**config.mk**
```make
export PLATFORM = sky130hd
export DESIGN_NAME = trigger_primitive_chain
export DESIGN_NICKNAME = d
export VERILOG_FILES = /design/src/hw/rtl/tpc_pkg.sv /design/src/hw/rtl/tpc_front.sv /design/src/hw/rtl/tpc_queue.sv /design/src/hw/rtl/trigger_primitive_chain.sv
export SDC_FILE = /design/constraint.sdc
export NUM_CORES = 2
export LEC_CHECK = 0
export BUFFER_PORTS_ARGS = -buffer_cell sky130_fd_sc_hd__buf_2
export CAP_MARGIN = 20
export CORE_MARGIN = 8
export CORE_UTILIZATION = 52
export DETAILED_ROUTE_END_ITERATION = 10
export GPL_TIMING_DRIVEN = 0
export PLACE_DENSITY = 0.67
export SETUP_SLACK_MARGIN = 0.2
export SYNTH_ARGS = -nofsm -noshare
export SYNTH_HDL_FRONTEND = slang
export SYNTH_SLANG_ARGS = --single-unit
export TNS_END_PERCENT = 10
```
**constraint.sdc**
```tcl
create_clock -name clk -period 9.36 [get_ports clk]
set_clock_uncertainty 0.1 [all_clocks]
set_input_delay 1.872 -clock clk [delete_from_list [all_inputs] [get_ports clk]]
set_output_delay 1.872 -clock clk [all_outputs]
set_load 0.03 [all_outputs]
```
**src/hw/rtl/tpc_pkg.sv**
```systemverilog
package tpc_pkg;

  // Field widths
  localparam int ADC_W    = 14;
  localparam int COEFF_W  = 24;
  localparam int LIN_W    = 18;
  localparam int STRIP_W  = 12;
  localparam int WEIGHT_W = 7;
  localparam int NUM_TAPS = 5;
  localparam int CFG_INDEX_W = 3;

  localparam logic [LIN_W-1:0]   LIN_MAX   = 18'h3FFFF;
  localparam logic [STRIP_W-1:0] STRIP_MAX = 12'hFFF;

  // Result queue depth, default for the top level
  localparam int QUEUE_DEPTH_DEFAULT = 4;

  // Configuration register indexes
  localparam logic [CFG_INDEX_W-1:0] REG_WEIGHT_0 = 3'd0;
  localparam logic [CFG_INDEX_W-1:0] REG_WEIGHT_1 = 3'd1;
  localparam logic [CFG_INDEX_W-1:0] REG_WEIGHT_2 = 3'd2;
  localparam logic [CFG_INDEX_W-1:0] REG_WEIGHT_3 = 3'd3;
  localparam logic [CFG_INDEX_W-1:0] REG_WEIGHT_4 = 3'd4;

  typedef struct packed {
    logic [ADC_W-1:0]   adc_word;
    logic [COEFF_W-1:0] coeff_gain1;
    logic [COEFF_W-1:0] coeff_gain2;
    logic [COEFF_W-1:0] coeff_gain3;
    logic               frame_end;
  } in_word_t;

  typedef struct packed {
    logic [LIN_W-1:0]   lin_value;
    logic [LIN_W-1:0]   filter_value;
    logic               peak_flag;
    logic [STRIP_W-1:0] strip_value;
    logic               frame_last;
  } out_word_t;

endpackage

```
**src/hw/rtl/tpc_front.sv**
```systemverilog
module tpc_front (
  input  logic                              clk,
  input  logic                              rst,
  input  logic                              in_valid,
  output logic                              in_ready,
  input  tpc_pkg::in_word_t                 in_data,
  input  logic                              cfg_valid,
  input  logic [tpc_pkg::CFG_INDEX_W-1:0]   cfg_index,
  input  logic [tpc_pkg::WEIGHT_W-1:0]      cfg_data,
  output logic                              push_valid,
  input  logic                              push_ready,
  output tpc_pkg::out_word_t                push_data
);
  import tpc_pkg::*;

  typedef enum logic [6:0] {
    S_IDLE   = 7'b0000001,
    S_LIN    = 7'b0000010,
    S_MUL    = 7'b0000100,
    S_SUM    = 7'b0001000,
    S_EMIT_A = 7'b0010000,
    S_EMIT_B = 7'b0100000,
    S_EMIT_C = 7'b1000000
  } front_state_t;

  front_state_t state, state_next;

  logic signed [WEIGHT_W-1:0] weights [NUM_TAPS];
  logic [LIN_W-1:0]           window [NUM_TAPS];
  logic [LIN_W-1:0]           hist [2];
  logic [2:0]                 pos;
  logic                       frame_end_r;
  logic [15:0]                diff;
  logic [7:0]                 mult;
  logic [3:0]                 shamt;
  logic signed [19:0]         terms [NUM_TAPS];
  logic [LIN_W-1:0]           fir_out;

  // Build one result word; strip value only at peaks
  function automatic out_word_t make_word(input logic [LIN_W-1:0] lin,
                                          input logic [LIN_W-1:0] filt,
                                          input logic peak, input logic last);
    out_word_t w;
    w.lin_value    = lin;
    w.filter_value = filt;
    w.peak_flag    = peak;
    w.strip_value  = !peak ? '0 :
                     (filt > LIN_W'(STRIP_MAX)) ? STRIP_MAX : filt[STRIP_W-1:0];
    w.frame_last   = last;
    return w;
  endfunction

  // Weight registers
  always_ff @(posedge clk) begin
    if (rst) begin
      for (int i = 0; i < NUM_TAPS; i++) weights[i] <= '0;
    end else if (cfg_valid) begin
      case (cfg_index)
        REG_WEIGHT_0: weights[0] <= cfg_data;
        REG_WEIGHT_1: weights[1] <= cfg_data;
        REG_WEIGHT_2: weights[2] <= cfg_data;
        REG_WEIGHT_3: weights[3] <= cfg_data;
        REG_WEIGHT_4: weights[4] <= cfg_data;
        default: ;
      endcase
    end
  end

  // Gain select and base subtract on the accepted word
  logic [1:0]         gain;
  logic [COEFF_W-1:0] coeff_sel;
  always_comb begin
    gain = in_data.adc_word[13:12];
    case (gain)
      2'd1:    coeff_sel = in_data.coeff_gain1;
      2'd2:    coeff_sel = in_data.coeff_gain2;
      2'd3:    coeff_sel = in_data.coeff_gain3;
      default: coeff_sel = ((in_data.coeff_gain1[23:16] | in_data.coeff_gain2[23:16] |
                             in_data.coeff_gain3[23:16]) == 8'd0) ? 24'd0 : 24'hFF0000;
    endcase
  end

  always_ff @(posedge clk) begin
    if (state == S_IDLE && in_valid) begin
      diff        <= {4'd0, in_data.adc_word[11:0]} - {4'd0, coeff_sel[11:0]};
      shamt       <= coeff_sel[15:12];
      mult        <= coeff_sel[23:16];
      frame_end_r <= in_data.frame_end;
    end
  end

  // Linearizer: multiply, shift, clip
  logic [23:0] lin_prod;
  logic [23:0] lin_shifted;
  logic [LIN_W-1:0] lin_val;
  always_comb begin
    lin_prod    = 24'(diff) * 24'(mult);
    lin_shifted = lin_prod >> ({1'b0, shamt} + 5'd2);
    lin_val     = (lin_shifted > 24'(LIN_MAX)) ? LIN_MAX : lin_shifted[LIN_W-1:0];
  end

  // FIR taps, each floored by >>6
  logic signed [25:0] tap_prod [NUM_TAPS];
  always_comb begin
    for (int i = 0; i < NUM_TAPS; i++)
      tap_prod[i] = 26'(weights[i]) * 26'($signed({1'b0, window[i]}));
  end

  always_ff @(posedge clk) begin
    if (state == S_MUL) begin
      for (int i = 0; i < NUM_TAPS; i++) terms[i] <= tap_prod[i][25:6];
    end
  end

  // Sum of terms, clipped; zero before the window is full
  logic signed [22:0] tap_sum;
  always_comb begin
    tap_sum = '0;
    for (int i = 0; i < NUM_TAPS; i++) tap_sum = tap_sum + 23'(terms[i]);
  end

  always_ff @(posedge clk) begin
    if (state == S_SUM) begin
      if (pos < 3'd4 || tap_sum < 23'sd0) fir_out <= '0;
      else if (tap_sum > $signed({5'd0, LIN_MAX})) fir_out <= LIN_MAX;
      else fir_out <= tap_sum[LIN_W-1:0];
    end
  end

  // Result words
  logic peak_a, peak_b;
  out_word_t word_a, word_b, word_c;
  always_comb begin
    peak_a = (pos >= 3'd3) && (hist[1] > hist[0]) && (hist[1] > fir_out);
    peak_b = (pos >= 3'd2) && (fir_out > hist[1]) && (fir_out != '0);
    word_a = make_word(window[2], hist[1], peak_a, 1'b0);
    word_b = make_word(window[3], fir_out, peak_b, 1'b0);
    word_c = make_word(window[4], '0, 1'b0, 1'b1);
  end

  logic advance;
  always_comb begin
    push_valid = ((state == S_EMIT_A) && (pos >= 3'd2)) ||
                 ((state == S_EMIT_B) && (pos >= 3'd1)) ||
                 (state == S_EMIT_C);
    case (state)
      S_EMIT_A: push_data = word_a;
      S_EMIT_B: push_data = word_b;
      default:  push_data = word_c;
    endcase
    advance = !push_valid || push_ready;
  end

  // Sequencer
  always_comb begin
    state_next = state;
    case (state)
      S_IDLE:   if (in_valid) state_next = S_LIN;
      S_LIN:    state_next = S_MUL;
      S_MUL:    state_next = S_SUM;
      S_SUM:    state_next = S_EMIT_A;
      S_EMIT_A: if (advance) state_next = frame_end_r ? S_EMIT_B : S_IDLE;
      S_EMIT_B: if (advance) state_next = S_EMIT_C;
      S_EMIT_C: if (advance) state_next = S_IDLE;
      default:  state_next = S_IDLE;
    endcase
  end

  assign in_ready = (state == S_IDLE);

  // Frame state: window, filter history, position
  always_ff @(posedge clk) begin
    if (rst) begin
      state <= S_IDLE;
      for (int i = 0; i < NUM_TAPS; i++) window[i] <= '0;
      hist[0] <= '0;
      hist[1] <= '0;
      pos     <= '0;
    end else begin
      state <= state_next;
      if (state == S_LIN) begin
        for (int i = 0; i < NUM_TAPS-1; i++) window[i] <= window[i+1];
        window[NUM_TAPS-1] <= lin_val;
      end
      if (state == S_EMIT_A && advance && !frame_end_r) begin
        hist[0] <= hist[1];
        hist[1] <= fir_out;
        if (pos != 3'd7) pos <= pos + 3'd1;
      end
      if (state == S_EMIT_C && advance) begin
        for (int i = 0; i < NUM_TAPS; i++) window[i] <= '0;
        hist[0] <= '0;
        hist[1] <= '0;
        pos     <= '0;
      end
    end
  end

endmodule

```
**src/hw/rtl/tpc_queue.sv**
```systemverilog
module tpc_queue #(
  parameter int DEPTH = tpc_pkg::QUEUE_DEPTH_DEFAULT
) (
  input  logic               clk,
  input  logic               rst,
  input  logic               push_valid,
  output logic               push_ready,
  input  tpc_pkg::out_word_t push_data,
  output logic               out_valid,
  input  logic               out_ready,
  output tpc_pkg::out_word_t out_data
);
  import tpc_pkg::*;

  localparam int PTR_W = (DEPTH > 1) ? $clog2(DEPTH) : 1;
  localparam int CNT_W = $clog2(DEPTH + 1);

  out_word_t        mem [DEPTH];
  logic [PTR_W-1:0] wr_ptr, rd_ptr;
  logic [CNT_W-1:0] count;
  logic             do_push, do_pop;

  assign push_ready = (count != CNT_W'(DEPTH));
  assign out_valid  = (count != '0);
  assign out_data   = mem[rd_ptr];
  assign do_push    = push_valid && push_ready;
  assign do_pop     = out_valid && out_ready;

  // Storage
  always_ff @(posedge clk) begin
    if (do_push) mem[wr_ptr] <= push_data;
  end

  // Pointers and fill count
  always_ff @(posedge clk) begin
    if (rst) begin
      wr_ptr <= '0;
      rd_ptr <= '0;
      count  <= '0;
    end else begin
      if (do_push)
        wr_ptr <= (wr_ptr == PTR_W'(DEPTH-1)) ? '0 : wr_ptr + PTR_W'(1);
      if (do_pop)
        rd_ptr <= (rd_ptr == PTR_W'(DEPTH-1)) ? '0 : rd_ptr + PTR_W'(1);
      if (do_push && !do_pop) count <= count + CNT_W'(1);
      else if (do_pop && !do_push) count <= count - CNT_W'(1);
    end
  end

endmodule

```
**src/hw/rtl/trigger_primitive_chain.sv**
```systemverilog
// Trigger-primitive chain: linearizer, five-tap FIR, peak finder, strip value.
// Input channel (in_valid/in_ready/in_data) takes one ADC word with its three
// gain coefficients; frame_end marks the last word of a frame.
// Output channel (out_valid/out_ready/out_data) gives one result word per
// frame position, in order, two positions behind the input; the word that
// carries frame_end flushes up to three results, the last with frame_last.
// Config channel (cfg_valid/cfg_ready/cfg_index/cfg_data) writes weight_0..4,
// always ready; the user must write only while the block is idle (unchecked).
// Sequencing: a word goes through the front sequencer's accept, linearize,
// multiply and sum steps, then one emit step when it causes at most one
// result, or emit steps A, B and C on a frame end; in_ready is high only while
// that sequencer is idle. A result enters the output queue in the emit step
// and is shown on out_valid the next cycle.
// Reset clears weights, the sample window, filter history, position count and
// the queue. When the receiver stalls the queue fills, the sequencer holds in
// its emit step and in_ready stays low until space frees.
module trigger_primitive_chain #(
  parameter int QUEUE_DEPTH = tpc_pkg::QUEUE_DEPTH_DEFAULT
) (
  input  logic                            clk,
  input  logic                            rst,
  input  logic                            in_valid,
  output logic                            in_ready,
  input  tpc_pkg::in_word_t               in_data,
  output logic                            out_valid,
  input  logic                            out_ready,
  output tpc_pkg::out_word_t              out_data,
  input  logic                            cfg_valid,
  output logic                            cfg_ready,
  input  logic [tpc_pkg::CFG_INDEX_W-1:0] cfg_index,
  input  logic [tpc_pkg::WEIGHT_W-1:0]    cfg_data
);
  import tpc_pkg::*;

  logic      push_valid, push_ready;
  out_word_t push_data;

  assign cfg_ready = 1'b1;

  tpc_front u_front (
    .clk        (clk),
    .rst        (rst),
    .in_valid   (in_valid),
    .in_ready   (in_ready),
    .in_data    (in_data),
    .cfg_valid  (cfg_valid),
    .cfg_index  (cfg_index),
    .cfg_data   (cfg_data),
    .push_valid (push_valid),
    .push_ready (push_ready),
    .push_data  (push_data)
  );

  tpc_queue #(.DEPTH(QUEUE_DEPTH)) u_queue (
    .clk        (clk),
    .rst        (rst),
    .push_valid (push_valid),
    .push_ready (push_ready),
    .push_data  (push_data),
    .out_valid  (out_valid),
    .out_ready  (out_ready),
    .out_data   (out_data)
  );

endmodule

```
# Yosys cells after proc, flatten, opt, wreduce, memory -nomap -nowiden
# Memory sizes are Yosys's and may differ from the RTL's. A register that Yosys moved wholly into a read port is not among the register bits.
# Cells that the tools add are included.
[word_totals]
ff_bits = 64
ram_bits = 461
input_bits = 102
output_inout_bits = 53
wordCells = 193
mem_count = 5
[memory_table]
columns = ["memory", "depth", "word_bits", "rd", "rd_ports_with_merged_regs", "wr", "line_no", "rtl"]
rows = [
  ["u_queue.mem", 4, 50, 1, 1, 1, "tpc_queue.sv:18", "out_word_t mem [DEPTH];"],
  ["u_front.terms", 5, 20, 5, 0, 5, "tpc_front.sv:36", "logic signed [19:0] terms [NUM_TAPS];"],
  ["u_front.window", 5, 18, 5, 0, 5, "tpc_front.sv:29", "logic [LIN_W-1:0] window [NUM_TAPS];"],
  ["u_front.hist", 2, 18, 2, 0, 2, "tpc_front.sv:30", "logic [LIN_W-1:0] hist [2];"],
  ["u_front.weights", 5, 7, 5, 0, 5, "tpc_front.sv:28", "logic signed [WEIGHT_W-1:0] weights [NUM_TAPS];"],
]
[op_classes]
addsub = 11
multipliers = 6
order_cmp = 12
n_eq_ne = 22
shifts = 1
muxes = 75
bitwise_logic = 21
n_reduce_logical = 30
[op_table]
columns = ["cell", "count"]
rows = [
  ["two-way mux 18 bit", 16],
  ["multiplier 7 x 19 -> 26 bit", 5],
  ["one-hot mux 50 bit (2 select lines)", 1],
  ["one-hot mux 24 bit (3 select lines)", 1],
  ["two-way mux 7 bit", 9],
  ["> comparator 18 bit", 3],
  ["one-hot mux 7 bit (7 select lines)", 1],
  ["two-way mux 12 bit", 4],
  ["adder 23 x 20 -> 23 bit", 2],
  ["> comparator 18 x 12 -> 1 bit, second input constant", 2],
  ["two-way mux 1 bit", 35],
  ["> comparator 24 x 18 -> 1 bit, second input constant", 1],
  ["multiplier 16 x 8 -> 24 bit", 1],
  ["two-way mux 24 bit", 1],
  [">> shifter 24 x 5 -> 24 bit", 1],
  ["> comparator 23 x 19 -> 1 bit, second input constant", 1],
  ["less-than comparator 23 x 1 -> 1 bit, second input constant", 1],
  ["adder 21 x 20 -> 22 bit", 1],
  ["adder 20 x 20 -> 21 bit", 1],
  ["OR 1 bit", 19],
  ["nonzero test 18 bit", 1],
  ["OR 8 bit", 2],
  ["logical AND 1 bit", 14],
  ["subtractor 12 x 12 -> 13 bit", 1],
  ["34 further kinds", 54],
]

# Depth between registers and ports, before layout
[depth]
ltp_word = 13
mapped_depth = 30
depth_no_buf = 29

# Cells and area by module
# From an unflattened synthesis, not the netlist that was laid out.
[hier_totals]
hier_cells = 4257
area_unflattened_um2 = 47638.2
[modules_own_cells]
columns = ["mod", "instances", "cells_per_inst", "area_per_inst_um2", "seq_area_each_um2"]
rows = [
  ["tpc_front", 1, 3945, 39959.6, 9359.0],
  ["tpc_queue", 1, 310, 7667.4, 6185.9],
  ["trigger_primitive_chain", 1, 2, 11.3, 0.0],
]

# Worst setup path after synthesis
# OpenSTA, ideal clock, no wires.
[synth_path]
kind = "flip-flop to flip-flop"
startpoint = "memory u_front.terms[1][1], in the netlist u_front.terms[0][21]"
endpoint = "register u_front.fir_out[8] (data pin)"
setup_time_ns = 0.264
t_arrival_ns = 5.496
required_ns = 8.996
path_slack_ns = 3.500
path_stages_with_launch = 30
path_buffers = 1
synth_period_minus_slack_ns = 5.860
cell_sequence = "edfxtp_1 -> inv_1 -> fa_1 -> inv_1 -> ha_1 -> inv_1 -> fa_1 -> nor2b_1 -> o21ai_0 -> a21boi_0 -> o21a_1 -> o21a_1 -> o21ai_0 -> nand2b_1 -> a21o_1 -> a211oi_1 -> or2_2 -> fa_1 -> inv_1 -> ha_1 -> and4_1 -> a221o_1 -> a22oi_2 -> a21oi_1 -> o41ai_1 -> xor2_1 -> a31oi_1 -> a221oi_4 -> buf_8 -> a21oi_2"
[synth_rtl]
columns = ["item", "line_no", "rtl"]
rows = [
  ["start: declaration", "tpc_front.sv:36", ""],
  ["end signal: assignment", "tpc_front.sv:126", "else fir_out <= tap_sum[LIN_W-1:0];"],
  ["end: declaration", "tpc_front.sv:37", "logic [LIN_W-1:0] fir_out;"],
]

==> summary.txt <==
Clock network
  • CTS clk-pin slew, worst paths: 0.06 ns
  • Buffers inserted by post-CTS timing repair: 0
  • Maximum level of the CTS H-tree: 2
  • CTS Hold Bufs: 0
  • CTS sink cnt: 524
  • Latest clock arrival within the worst-skew pair: 0.66 ns
  • CTS tree: yes
  • TritonCTS buffer count: 58
  • Root Buffer: clkbuf_16
  • Clock buffer depth: 3
  • CTS resizes: 0

Job
  • Max_cap viols: 0

Logic synthesis
  • Synth Area in Compound Gates: 0.0729
  • Distinct cell type count after synthesis: 84
  • Post-Synth Adder-Cell Area: 0.330
  • Syn Area/Cell: 10.9 um2
  • Syn_nets: 5505
  • Post-synthesis simple-gate area fraction: 0.148
  • Largest family of logic cells by synthesized area: adder cells
  • Multiplexer share of the synthesized area: 0.0358
  • Cell count after synthesis: 4446
  • EDFF count, synth: 505
  • Mapped Area: 48200 um2
  • Synth warnings: 0
  • Synth Register Bits: 524
  • Primary FF master, synth: edfxtp_1
  • XOR/XNOR share of the synthesized area: 0.0260
  • Ys async rst share: 0
  • Seq/Total Area, Yosys: 0.322

Critical path
  • Arrival time worst endpoint: 7.03 ns
  • Worst setup EP type: flip-flop
  • Setup crit start kind: flip-flop
  • CP Data Required Time: 9.66 ns
  • Critical path fanouts, max: 10
  • Critical path class: flip-flop to flip-flop

Routing
  • DRT antenna net count: 0
  • Drt first-iter violations: 2134
  • DRC: 0
  • Drt wl/cell: 19.4 um
  • Routed wire length: 116000 um
  • Via count: 32400
  • Drt first pass iters: 5
  • Vias per inst: 5.44

Worst hold path
  • Hold Path Class: flip-flop to flip-flop

Timing
  • Worst slew pin tran: 1.09 ns
  • Fin crit period: 6.73 ns
  • Setup TNS: 0 ns
  • Final setup vio count: 0
  • Final WS setup: 2.63 ns
  • Slew margin rel.: 0.274
  • Hold Vio Cnt, Final: 0
  • Maximum clock rate: 149 MHz
  • RSZ-0062 raised after global routing: no
  • Tcrit/Tclk final: 0.719
  • Max-slew violation count: 0

Placement
  • Post-place setup slack: 2.62 ns
  • Post-DP HPWL: 92900 um
  • Routability cong.: 0.916
  • Placed cell count: 5847
  • I/O Buffers: 151

Floorplan
  • Core Footprint: 91800 um2
  • Starting Density: 0.526
  • Die area: 103000 um2
  • Ports: 155
  • Num rows: 111
  • Die H: 321 um
  • Die W: 321 um

Global route
  • First-pass GRT wire length: 185000 um
  • Largest net degree at the start of global routing: 79
  • GR Util All Layers: 0.227
  • Vias in the first global route: 33700
  • Initial antenna violation count: 4
  • GRT overflow: 0

Final layout
  • Fill cells: 7772
  • Number of nets in the layout: 5723
  • Share of cells above drive strength 1: 0.0819
  • P&R area growth vs syn: 9.44%
  • Non-filler instance count after layout: 5958

Pwr
  • PD cells: 244 nW/um2
  • Leak pwr: 23.2 nW
  • Maximum VDD drop: 0.000262 V
  • Overall Power: 0.0129 W

Run status
  • Status: finished, final reports clean
==> synth_stat cells (32+ instances only) <==
library cell	count	area [um2]
edfxtp_1	505	15200
nand2b_1	96	601
nor3_1	57	285
o21ai_0	75	375
xor2_1	54	473
nor2_1	208	781
clkbuf_1	121	454
nand3_1	32	160
mux4_2	52	1170
nor2b_1	41	257
and2_1	511	3200
inv_1	692	2600
nand2_1	338	1270
a21oi_1	118	591
fa_1	523	10500
a21o_1	46	345
xnor2_1	89	780
ha_1	434	5430
==> registers in the layout (all words and copies together) (netlist names), named ones only <==
signal and cells:
u_front.shamt 4, u_front.diff 13, u_queue.count 3, u_front.fir_out 18, u_front.state 7, u_queue.rd_ptr 2, u_front.window 90, u_queue.wr_ptr 2
u_front.terms 100, u_front.hist 36, u_front.weights 35, u_front.pos 3, u_queue.mem 200, u_front.mult 8, u_front.frame_end_r 1
==> worst max-delay path, stage by stage, from the launching register on <==
cell and delay, ns:
edfxtp_1 0.49, fa_1 0.55, ha_1 0.31, a21o_1 0.17
a21oi_1 0.22, o21ai_1 0.14, o31ai_1 0.53, o21ai_0 0.15
a21oi_1 0.25, o21bai_1 0.09, a21oi_1 0.17, xor2_1 0.29
fa_1 0.47, inv_1 0.07, ha_1 0.29, and4_1 0.20
a221o_1 0.31, a22oi_2 0.18, a21oi_1 0.14, o41ai_1 0.32
xor2_1 0.18, a31oi_1 0.14, a221oi_4 0.42, buf_8 0.21
a21oi_2 0.06
==> layout by cell type (no fill, tap or decap), drive strengths merged, types with 16 or more instances in the layout <==
cell | synthesis | layout
ha | 434 | 434
o21ai | 77 | 77
inv | 692 | 697
edfxtp | 505 | 505
fa | 523 | 523
clkbuf | 122 | 185
xor2 | 54 | 54
clkinv | 2 | 29
mux2 | 29 | 29
nand2 | 339 | 339
nor3 | 57 | 57
mux4 | 52 | 52
a21oi | 129 | 129
o21a | 30 | 30
dfxtp | 19 | 19
a211oi | 17 | 17
o211ai | 16 | 16
xnor2 | 89 | 89
nor2 | 208 | 208
nor2b | 41 | 41
a31oi | 17 | 17
nand3 | 32 | 32
o22ai | 16 | 16
nand2b | 96 | 96
a22o | 23 | 23
a22oi | 30 | 30
a21o | 46 | 46
nor4 | 19 | 19
buf | 16 | 174
mux2i | 23 | 23
and2 | 512 | 512
nand4 | 23 | 23
==> per-layer routing <==
layer / global-route usage / part of all wire / vias up
met2: 0.386 / 0.48 / 904
met3: 0.0389 / 0.063 / 192
met1: 0.294 / 0.42 / 16100
met4: 0.0755 / 0.035 / 4
li1: - / - / 15200
met5: 0 / 0.00024 / -
==> stage by stage <==
stage	util	instance area, um2	hold WS (ns)
floorplan	-	48200	0.354
CTS	0.575	52800	0.388
detailed placement	0.553	50700	0.379
global route	0.575	52800	0.421
global placement	0.551	50600	0.372
finish	0.575	52800	0.397
==> path summary, 6_finish.rpt <==
kind / from / end / slack [ns] / depth (start not counted)
worst max-delay path: u_front.terms[0][2]$_DFFE_PP_ / u_front.fir_out[8]$_SDFFCE_PP0P_ / 2.63 / 24
worst min-delay path: u_front.state[6]$_SDFFE_PP0P_ / u_front.state[6]$_SDFFE_PP0P_ / 0.40 / 2
worst min register to register: u_front.state[6]$_SDFFE_PP0P_ / u_front.state[6]$_SDFFE_PP0P_ / 0.40 / 2
worst max register to register: u_front.terms[0][2]$_DFFE_PP_ / u_front.fir_out[8]$_SDFFCE_PP0P_ / 2.63 / 24
==> final cells by class <==
class | instances | area [um2] | share of cell area
clock inverters | 47 | 597 | 0.0113
repair buffers | 158 | 911 | 0.0173
diodes | 1 | 2.50 | 0.0000474
flip-flops and latches | 524 | 15500 | 0.294
well taps | 1243 | 1560 | 0.0295
plain buffers | 138 | 544 | 0.0103
multi-input cells | 3090 | 29600 | 0.560
clock buffers | 63 | 1470 | 0.0278
inverters | 694 | 2610 | 0.0494
==> where the power goes <==
part / total, W / switching [W] / leakage, nW / internal (W)
clock: 0.00242 / 0.000993 / 0.992 / 0.00143
sequential: 0.00294 / 0.000131 / 4.79 / 0.00281
combinational: 0.00754 / 0.00452 / 17.4 / 0.00303
==> cells by family after synthesis <==
group,Yosys count
buffers and inverters,832
xor gates and xnor gates,143
adders and majority gates,957
AOI/OAI and AO/OA,512
muxes,104
DFF,524
and+or+nand+nor,1373
other,1
Power figures use the tool's default switching activity.
